[src/design/hsvc_pkg.sv]
// Shared types and constants for the HSV/RGB pixel converter.
`timescale 1ns / 1ps

package hsvc_pkg;

  // One full turn of hue in 1/1536 steps
  localparam logic [10:0] HueTurn = 11'd1536;

  // Cycles from an accepted start to its done strobe
  localparam int PipeLatency = 12;

  // Reciprocal of 255 for a 16-bit dividend: q = (n * RecipMul) >> RecipShift
  localparam logic [31:0] RecipMul   = 32'h0000_8081;
  localparam int          RecipShift = 23;

  // Channel that holds the maximum; it also selects the hue offset
  typedef enum logic [1:0] {
    SEL_RED   = 2'd0,
    SEL_GREEN = 2'd1,
    SEL_BLUE  = 2'd2
  } hsvc_sel_t;

  // Per-beat control and payload that rides beside the dividers
  typedef struct packed {
    logic       func;
    logic [7:0] alpha;
    logic       grey;
    logic       neg;
    hsvc_sel_t  sel;
    logic [7:0] vmax;
  } hsvc_side_t;

  // RGB result of the HSV to RGB path
  typedef struct packed {
    logic [7:0] red;
    logic [7:0] green;
    logic [7:0] blue;
  } hsvc_rgb_t;

endpackage

[src/design/hsv_rgb_color_convert_top.sv]
// Top level of the HSV/RGB pixel converter pipeline.
`timescale 1ns / 1ps

// Converts one pixel per clock between HSV and RGB, direction chosen by func.
// busy is always low: a pixel may be started in every cycle. Each started
// pixel comes out with a one-cycle done strobe, in start order; the receiver
// cannot stall. The latency is set by the two nine-stage divider pipelines
// (hue fraction and saturation) of the RGB to HSV path, which the HSV to RGB
// results wait on.
// Unused result fields of each direction read as zero; alpha passes through.
module hsv_rgb_color_convert_top (
  input  logic        clk,
  input  logic        rst,
  input  logic        start,
  output logic        busy,
  input  logic        func,
  input  logic [10:0] hue_in,
  input  logic [7:0]  sat_in,
  input  logic [7:0]  val_in,
  input  logic [7:0]  red_in,
  input  logic [7:0]  green_in,
  input  logic [7:0]  blue_in,
  input  logic [7:0]  alpha_in,
  output logic        done,
  output logic [7:0]  red_out,
  output logic [7:0]  green_out,
  output logic [7:0]  blue_out,
  output logic [10:0] hue_out,
  output logic [7:0]  sat_out,
  output logic [7:0]  val_out,
  output logic [7:0]  alpha_out
);

  import hsvc_pkg::*;

  localparam int SideDepth = 10;
  localparam int RgbDepth  = 8;

  // Stage 1 registers
  logic        s1_valid;
  logic        s1_func;
  logic [10:0] s1_hue;
  logic [7:0]  s1_sat;
  logic [7:0]  s1_val;
  logic [7:0]  s1_red;
  logic [7:0]  s1_grn;
  logic [7:0]  s1_blu;
  logic [7:0]  s1_alpha;

  // Stage 2 registers
  logic        s2_valid;
  logic        s2_func;
  logic [7:0]  s2_alpha;
  logic [10:0] s2_hue;
  logic [7:0]  s2_val;
  logic [15:0] s2_vs;
  logic [7:0]  s2_mx;
  logic [7:0]  s2_d;
  hsvc_sel_t   s2_sel;
  logic        s2_neg;
  logic [7:0]  s2_adiff;

  // Stage 3 registers
  logic [10:0] s3_hue;
  logic [7:0]  s3_val;
  logic [7:0]  s3_c;
  logic [16:0] s3_hnum;
  logic [16:0] s3_snum;
  logic [7:0]  s3_d;
  logic [7:0]  s3_mx;

  // Stage 4 registers
  logic [15:0] s4_xprod;
  logic [7:0]  s4_c;
  logic [7:0]  s4_m;
  logic [2:0]  s4_sector;

  // Delay lines
  logic [SideDepth-1:0] side_valid;
  hsvc_side_t           side [SideDepth];
  hsvc_rgb_t            rgbd [RgbDepth];

  // Combinational values
  logic [10:0] hue_wrap;
  logic [15:0] vs_prod;
  logic        red_max;
  logic        grn_max;
  hsvc_sel_t   sel_next;
  logic [7:0]  mx_next;
  logic [7:0]  mn_next;
  logic [7:0]  pa;
  logic [7:0]  qa;
  logic [31:0] recip_prod;
  logic [16:0] hnum_next;
  logic [16:0] snum_next;
  logic [8:0]  factor;
  logic [15:0] xprod_next;
  logic [7:0]  x_val;
  hsvc_rgb_t   rgb_next;
  logic [8:0]  hue_quo;
  logic [8:0]  sat_quo;
  logic [11:0] hoff;
  logic [11:0] hsum;
  logic [11:0] hwrap;

  assign busy = 1'b0;

  // Capture a beat every cycle; valid marks a real start
  always_ff @(posedge clk) begin
    if (rst) begin
      s1_valid <= 1'b0;
    end else begin
      s1_valid <= start & ~busy;
    end
  end

  always_ff @(posedge clk) begin
    s1_func  <= func;
    s1_hue   <= hue_in;
    s1_sat   <= sat_in;
    s1_val   <= val_in;
    s1_red   <= red_in;
    s1_grn   <= green_in;
    s1_blu   <= blue_in;
    s1_alpha <= alpha_in;
  end

  // Wrap hue, form v*s, find max/min and the hue difference
  always_comb begin
    hue_wrap = (s1_hue >= HueTurn) ? (s1_hue - HueTurn) : s1_hue;
    vs_prod  = ({8'd0, s1_val} * {8'd0, s1_sat}) + 16'd127;
    red_max  = (s1_red >= s1_grn) && (s1_red >= s1_blu);
    grn_max  = !red_max && (s1_grn >= s1_blu);
    if (red_max) begin
      sel_next = SEL_RED;
    end else if (grn_max) begin
      sel_next = SEL_GREEN;
    end else begin
      sel_next = SEL_BLUE;
    end
    case (sel_next)
      SEL_RED: begin
        mx_next = s1_red;
        pa      = s1_grn;
        qa      = s1_blu;
      end
      SEL_GREEN: begin
        mx_next = s1_grn;
        pa      = s1_blu;
        qa      = s1_red;
      end
      default: begin
        mx_next = s1_blu;
        pa      = s1_red;
        qa      = s1_grn;
      end
    endcase
    mn_next = s1_red;
    if (s1_grn < mn_next) begin
      mn_next = s1_grn;
    end
    if (s1_blu < mn_next) begin
      mn_next = s1_blu;
    end
  end

  always_ff @(posedge clk) begin
    if (rst) begin
      s2_valid <= 1'b0;
    end else begin
      s2_valid <= s1_valid;
    end
  end

  always_ff @(posedge clk) begin
    s2_func  <= s1_func;
    s2_alpha <= s1_alpha;
    s2_hue   <= hue_wrap;
    s2_val   <= s1_val;
    s2_vs    <= vs_prod;
    s2_mx    <= mx_next;
    s2_d     <= mx_next - mn_next;
    s2_sel   <= sel_next;
    s2_neg   <= (pa < qa);
    s2_adiff <= (pa < qa) ? (qa - pa) : (pa - qa);
  end

  // Chroma by reciprocal of 255; build both dividends with rounding halves
  always_comb begin
    recip_prod = {16'd0, s2_vs} * RecipMul;
    hnum_next  = {1'b0, s2_adiff, 8'd0} + {10'd0, s2_d[7:1]};
    snum_next  = {1'b0, s2_d, 8'd0} - {9'd0, s2_d} + {10'd0, s2_mx[7:1]};
  end

  always_ff @(posedge clk) begin
    s3_hue  <= s2_hue;
    s3_val  <= s2_val;
    s3_c    <= recip_prod[RecipShift +: 8];
    s3_hnum <= hnum_next;
    s3_snum <= snum_next;
    s3_d    <= s2_d;
    s3_mx   <= s2_mx;
  end

  // Hold control and pass-through fields beside the dividers
  always_ff @(posedge clk) begin
    if (rst) begin
      side_valid <= '0;
    end else begin
      side_valid <= {side_valid[SideDepth-2:0], s2_valid};
    end
  end

  always_ff @(posedge clk) begin
    side[0] <= '{func:  s2_func,
                 alpha: s2_alpha,
                 grey:  (s2_d == 8'd0),
                 neg:   s2_neg,
                 sel:   s2_sel,
                 vmax:  s2_mx};
    for (int i = 1; i < SideDepth; i++) begin
      side[i] <= side[i-1];
    end
  end

  // Hue fraction and saturation dividers
  hsvc_div #(.NUM_W(17), .DEN_W(8), .Q_W(9)) u_hue_div (
    .clk (clk),
    .num (s3_hnum),
    .den (s3_d),
    .quo (hue_quo)
  );

  hsvc_div #(.NUM_W(17), .DEN_W(8), .Q_W(9)) u_sat_div (
    .clk (clk),
    .num (s3_snum),
    .den (s3_mx),
    .quo (sat_quo)
  );

  // Scale chroma by the hue fraction, mirrored in odd sectors
  always_comb begin
    factor     = s3_hue[8] ? (9'd256 - {1'b0, s3_hue[7:0]}) : {1'b0, s3_hue[7:0]};
    xprod_next = ({8'd0, s3_c} * {7'd0, factor}) + 16'd128;
  end

  always_ff @(posedge clk) begin
    s4_xprod  <= xprod_next;
    s4_c      <= s3_c;
    s4_m      <= s3_val - s3_c;
    s4_sector <= s3_hue[10:8];
  end

  // Place chroma and x by sector, then add the offset m
  always_comb begin
    x_val = s4_xprod[15:8];
    case (s4_sector)
      3'd0:    rgb_next = '{red: s4_c,  green: x_val, blue: 8'd0};
      3'd1:    rgb_next = '{red: x_val, green: s4_c,  blue: 8'd0};
      3'd2:    rgb_next = '{red: 8'd0,  green: s4_c,  blue: x_val};
      3'd3:    rgb_next = '{red: 8'd0,  green: x_val, blue: s4_c};
      3'd4:    rgb_next = '{red: x_val, green: 8'd0,  blue: s4_c};
      default: rgb_next = '{red: s4_c,  green: 8'd0,  blue: x_val};
    endcase
    rgb_next.red   = rgb_next.red + s4_m;
    rgb_next.green = rgb_next.green + s4_m;
    rgb_next.blue  = rgb_next.blue + s4_m;
  end

  // Delay the RGB result to line up with the dividers
  always_ff @(posedge clk) begin
    rgbd[0] <= rgb_next;
    for (int i = 1; i < RgbDepth; i++) begin
      rgbd[i] <= rgbd[i-1];
    end
  end

  // Add the sector offset to the hue fraction and wrap once
  always_comb begin
    hoff = {1'b0, side[SideDepth-1].sel, 9'd0};
    if (side[SideDepth-1].neg) begin
      hsum = hoff + {1'b0, HueTurn} - {3'd0, hue_quo};
    end else begin
      hsum = hoff + {3'd0, hue_quo};
    end
    hwrap = (hsum >= {1'b0, HueTurn}) ? (hsum - {1'b0, HueTurn}) : hsum;
  end

  // Drive the result beat
  always_ff @(posedge clk) begin
    if (rst) begin
      done <= 1'b0;
    end else begin
      done <= side_valid[SideDepth-1];
    end
  end

  always_ff @(posedge clk) begin
    alpha_out <= side[SideDepth-1].alpha;
    if (side[SideDepth-1].func) begin
      red_out   <= 8'd0;
      green_out <= 8'd0;
      blue_out  <= 8'd0;
      val_out   <= side[SideDepth-1].vmax;
      if (side[SideDepth-1].grey) begin
        hue_out <= 11'd0;
        sat_out <= 8'd0;
      end else begin
        hue_out <= hwrap[10:0];
        sat_out <= sat_quo[7:0];
      end
    end else begin
      red_out   <= rgbd[RgbDepth-1].red;
      green_out <= rgbd[RgbDepth-1].green;
      blue_out  <= rgbd[RgbDepth-1].blue;
      hue_out   <= 11'd0;
      sat_out   <= 8'd0;
      val_out   <= 8'd0;
    end
  end

endmodule

[src/design/hsvc_div.sv]
// Pipelined restoring divider, one quotient bit per register stage.
`timescale 1ns / 1ps

module hsvc_div #(
  parameter int NUM_W = 17,
  parameter int DEN_W = 8,
  parameter int Q_W   = 9
) (
  input  logic             clk,
  input  logic [NUM_W-1:0] num,
  input  logic [DEN_W-1:0] den,
  output logic [Q_W-1:0]   quo
);

  // The caller guarantees num < den * 2**Q_W, so the top bits start below den
  logic [DEN_W-1:0] rem  [Q_W-1];
  logic [DEN_W-1:0] dvs  [Q_W-1];
  logic [Q_W-1:0]   low  [Q_W-1];
  logic [Q_W-1:0]   qacc [Q_W];

  generate
    for (genvar i = 0; i < Q_W; i++) begin : g_step
      logic [DEN_W-1:0] rem_in;
      logic [DEN_W-1:0] den_in;
      logic [Q_W-1:0]   low_in;
      logic [Q_W-1:0]   q_in;
      logic [DEN_W:0]   trial;
      logic             fits;

      // Pick the stage input: ports for the first step, previous stage after
      if (i == 0) begin : g_first
        assign rem_in = DEN_W'(num >> Q_W);
        assign low_in = num[Q_W-1:0];
        assign den_in = den;
        assign q_in   = '0;
      end else begin : g_next
        assign rem_in = rem[i-1];
        assign low_in = low[i-1];
        assign den_in = dvs[i-1];
        assign q_in   = qacc[i-1];
      end

      // Shift in the next dividend bit and try the subtract
      assign trial = {rem_in, low_in[Q_W-1]};
      assign fits  = (trial >= {1'b0, den_in});

      always_ff @(posedge clk) begin
        qacc[i] <= {q_in[Q_W-2:0], fits};
      end

      // Carry the partial remainder forward except out of the last step
      if (i < Q_W - 1) begin : g_carry
        always_ff @(posedge clk) begin
          rem[i] <= fits ? DEN_W'(trial - {1'b0, den_in}) : trial[DEN_W-1:0];
          low[i] <= {low_in[Q_W-2:0], 1'b0};
          dvs[i] <= den_in;
        end
      end
    end
  endgenerate

  assign quo = qacc[Q_W-1];

endmodule

[config.mk]
export PLATFORM = sky130hd
export DESIGN_NAME = hsv_rgb_color_convert_top
export DESIGN_NICKNAME = d
export VERILOG_FILES = /design/src/design/hsvc_pkg.sv /design/src/design/hsv_rgb_color_convert_top.sv /design/src/design/hsvc_div.sv
export SDC_FILE = /design/constraint.sdc
export NUM_CORES = 2
export LEC_CHECK = 0
export CORE_ASPECT_RATIO = 0.8
export CORE_MARGIN = 1
export CORE_UTILIZATION = 50
export CTS_CLUSTER_SIZE = 40
export DETAILED_ROUTE_END_ITERATION = 10
export DONT_BUFFER_PORTS = 1
export GPL_TIMING_DRIVEN = 0
export MAX_ROUTING_LAYER = met4
export PLACE_DENSITY = 0.72
export SYNTH_ARGS = -nofsm -noshare
export SYNTH_HDL_FRONTEND = slang
export SYNTH_SLANG_ARGS = --single-unit
[constraint.sdc]
create_clock -name clk -period 6.65 [get_ports clk]
set_input_delay 0.665 -clock clk [delete_from_list [all_inputs] [get_ports clk]]
set_output_delay 0.665 -clock clk [all_outputs]
set_load 0.02 [all_outputs]
==> results by group <==
Status
  • Status: finished, final reports clean

Yosys
  • Syn Nets: 3888
  • Syn Area/Cell: 11.3 um2
  • Post-synthesis sequential area ratio: 0.529
  • #FFs+latches synth: 1001
  • Netlist Area Pre-Place: 37900 um2
  • Largest cells by area after synthesis: dfxtp_1, ha_1, fa_1, inv_1, mux2_2
  • FFs w/ async S/R, synth: 0
  • Synth cell types: 69
  • Synth Warn #: 0
  • Post-synthesis cell count: 3348
  • Share of the synthesized area in the top cell type: 0.529
  • Post-synth top area cell: dfxtp_1
  • Post-synth EDFFs: 0
  • Ys flop type: dfxtp_1

Worst setup path
  • CP max stage cell: xor2_1
  • Cell family with most CP delay: adder cells
  • Critical path's largest stage delay: 600 ps
  • Critical Path AT: 6290 ps
  • Flop-to-flop setup slack: 920 ps
  • RR Startpoint: s3_hue[0]
  • Reg2reg end: s4_xprod[15]
  • Worst Path Required: 7210 ps
  • Reg2Reg Depth: 21
  • Worst Setup End Kind: flop
  • Kind of launch point of the worst setup path: flop
  • Crit path kind: flop to flop
  • Cell Chain, Critical Path: inv_1 > ha_1 > nand2b_1 > o21ai_0 > xor2_1 > nand2b_1 > fa_1 > fa_1 > inv_1 > fa_1 > inv_1 > fa_1 > inv_1 > ha_1 > a21oi_1 > o21ai_1 > o31a_1 > a211o_1 > a21o_1 > a21oi_1 > xnor2_1
  • Crit path max fanout: 8
  • Crit path buffers/inverters: 4

Power
  • Internal Power: 16.7 mW
  • Overall power: 25.3 mW
  • Sequential share of power: 0.377
  • Leakage: 19.7 nW
  • P_sw: 8.67 mW
  • Clock Power Share: 0.223
  • Comb power frac: 0.400
  • Peak VDD IR: 0.456 mV
  • Ratio of total power to cell area: 592 nW/um2
  • Switching share of total power: 0.342

Finish
  • Register area: 20000 um2
  • Layout area overhead: 12.9%
  • Most common cell after layout, fill and taps aside: dfxtp_1
  • Most frequent cells in the layout: dfxtp_1, inv_1, ha_1
  • Final Non-Filler Cells: 4546
  • Diode count: 0
  • NumNets Final: 4009
  • Share of post-route cells with drive strength above 1: 0.0801
  • Final core occ: 0.575
  • Multi-input gate area: 16300 um2
  • Layout fillers: 6165
  • Post-Layout Inst Area: 42800 um2

Worst hold path
  • Hold WC Path Type: primary input to flop
  • Hold Crit Endpoint: s1_sat[3]
  • Worst hold start: sat_in[3]
  • Hold path cells: 0

Timing
  • Final setup vio count: 0
  • Tightest Pin Transition: 759 ps
  • Hold slack: 47.5 ps
  • Crit share post-route: 0.862
  • Slew Limit Headroom: 0.493
  • Final hold viol count: 0
  • Fmax: 0.175 GHz
  • Crit path time final: 5730 ps
  • Max Slew Vio Count: 0
  • Setup_tns: 0 ps
  • Worst Setup Slack, final: 920 ps
  • Worst Skew: 33.8 ps
  • RSZ-0062 raised after global routing: false

CTS
  • Sink Count: 1001
  • CTS tree: built
  • Number of CTS-inserted buffers: 93
  • Root Driver: clkbuf_16
  • Max Buffers Root-to-Sink: 3
  • Clk_lat worst skew: 660 ps
  • Clk slew on worst S/H paths: 70 ps
  • CTS HTree Levels: 3

Global routing
  • Total global routing overflow: 0
  • Total GRT Usage: 0.167
  • Vias in the first global route: 21200
  • Initial antenna violation count: 1
  • Largest net degree at the start of global routing: 17
  • Global-route wire length before repair: 102000 um

Die
  • I/O pin count: 124
  • Die area: 76900 um2
  • Initial core utilization: 0.509
  • Die Ht: 248 um
  • Num rows: 89
  • Chip width: 310 um
  • Core ar.: 74400 um2

Placement
  • Placed Area: 39100 um2
  • Cells after DPL: 4349
  • Final Wtd Congestion: 0.899
  • HPWL after DPL: 45400 um
  • Dpl ws: 903 ps
  • Port Buffers: 0

Run
  • Max-cap viol count: 0

Detailed routing
  • Initial DRT Pass Iterations: 5
  • Vias post-DR: 21800
  • Initial drt markers: 908
  • Routed WL per cell: 13.6 um
  • Drt drc: 0
  • Antenna-violating nets left: 0
  • Vias per inst: 4.80
  • Final wirelength: 61900 um
sequential cells by signal, summed over array words and instances (netlist names), 9 cells and up:
| register | count |
|---|---|
| s2_hue | 11 |
| rgbd | 192 |
| s3_snum | 17 |
| side_valid | 10 |
| u_sat_div.rem | 64 |
| u_hue_div.rem | 64 |
| u_sat_div.low | 36 |
| s1_hue | 11 |
| side | 172 |
| s2_vs | 16 |
| s3_hue | 11 |
| u_sat_div.dvs | 38 |
| u_sat_div.qacc | 36 |
| u_hue_div.qacc | 45 |
| hue_out | 11 |
| s3_hnum | 9 |
| u_hue_div.dvs | 64 |
cell type report:
| class | instances | area share |
|---|---|---|
| buffer | 35 | 0.00357 |
| tap | 1001 | 0.0293 |
| multi-input combinational | 1938 | 0.381 |
| sequential | 1001 | 0.468 |
| timing repair buffer | 26 | 0.00597 |
| clock buffer | 125 | 0.0617 |
| inverter | 374 | 0.0328 |
| clock inverter | 46 | 0.0175 |
synthesized netlist by cell type (all sizes together) (57+ instances only):
master     n
dfxtp   1001
inv      374
ha       371
nor2     204
a21oi    148
nand2    148
o21ai    110
xnor2    110
fa       106
nor2b    103
mux2      91
a21o      58
mux2i     57
per-layer routing:
metal	global-route usage	up-vias	share of wire
li1	-	11300	-
met1	0.224	10100	0.50
met2	0.256	353	0.44
met3	0.0313	130	0.038
met4	0.0510	0	0.026
met5	-	-	0
cell families after synthesis:
| group | share of synthesized area |
|---|---|
| buf+inv | 0.0411 |
| mux | 0.0421 |
| compound gates | 0.0845 |
| fa+ha+maj | 0.179 |
| other cells | 0.0000990 |
| simple gates | 0.0878 |
| xor+xnor | 0.0369 |
| flops | 0.529 |
how the worst max path moves through the flow:
| stage | from | endpoint | slack, ps | depth (start not counted) |
|---|---|---|---|---|
| 3_3_place_gp | s3_hue[0] | s4_xprod[15] | 890 | 19 |
| 2_1_floorplan | s3_hue[0] | s4_xprod[15] | 1570 | 21 |
| 6_report | s3_hue[0] | s4_xprod[15] | 920 | 21 |
| 5_1_grt | s3_hue[0] | s4_xprod[15] | 570 | 21 |
| 4_1_cts | s3_hue[0] | s4_xprod[15] | 860 | 21 |
| 3_5_place_dp | s3_hue[0] | s4_xprod[15] | 900 | 21 |
worst reg2reg max path, delay by kind of cell (launching register included):
family | cells | cell delay [ps]
fa+ha+maj | 6 | 2480
compound gates | 7 | 1480
xor+xnor | 2 | 740
flops | 1 | 340
buf+inv | 4 | 300
simple gates | 2 | 290
repair_timing:
action / CTS / global route
hold endpoints to repair: 22 / 3
hold buffers: 22 / 3
buffers inserted: 0 / 0
resized for setup: 0 / 0
power groups by stage:
stage               Clock, mW  Combinational, mW  Sequential [mW]
finish                   5.65               10.1             9.55
detailed placement          0               10.1             9.69
CTS                      5.81               10.2             9.58
floorplan                   0               8.39             9.21
global route             6.06               11.6             9.79
global placement            0               9.89             9.64
Power figures use the tool's default switching activity.
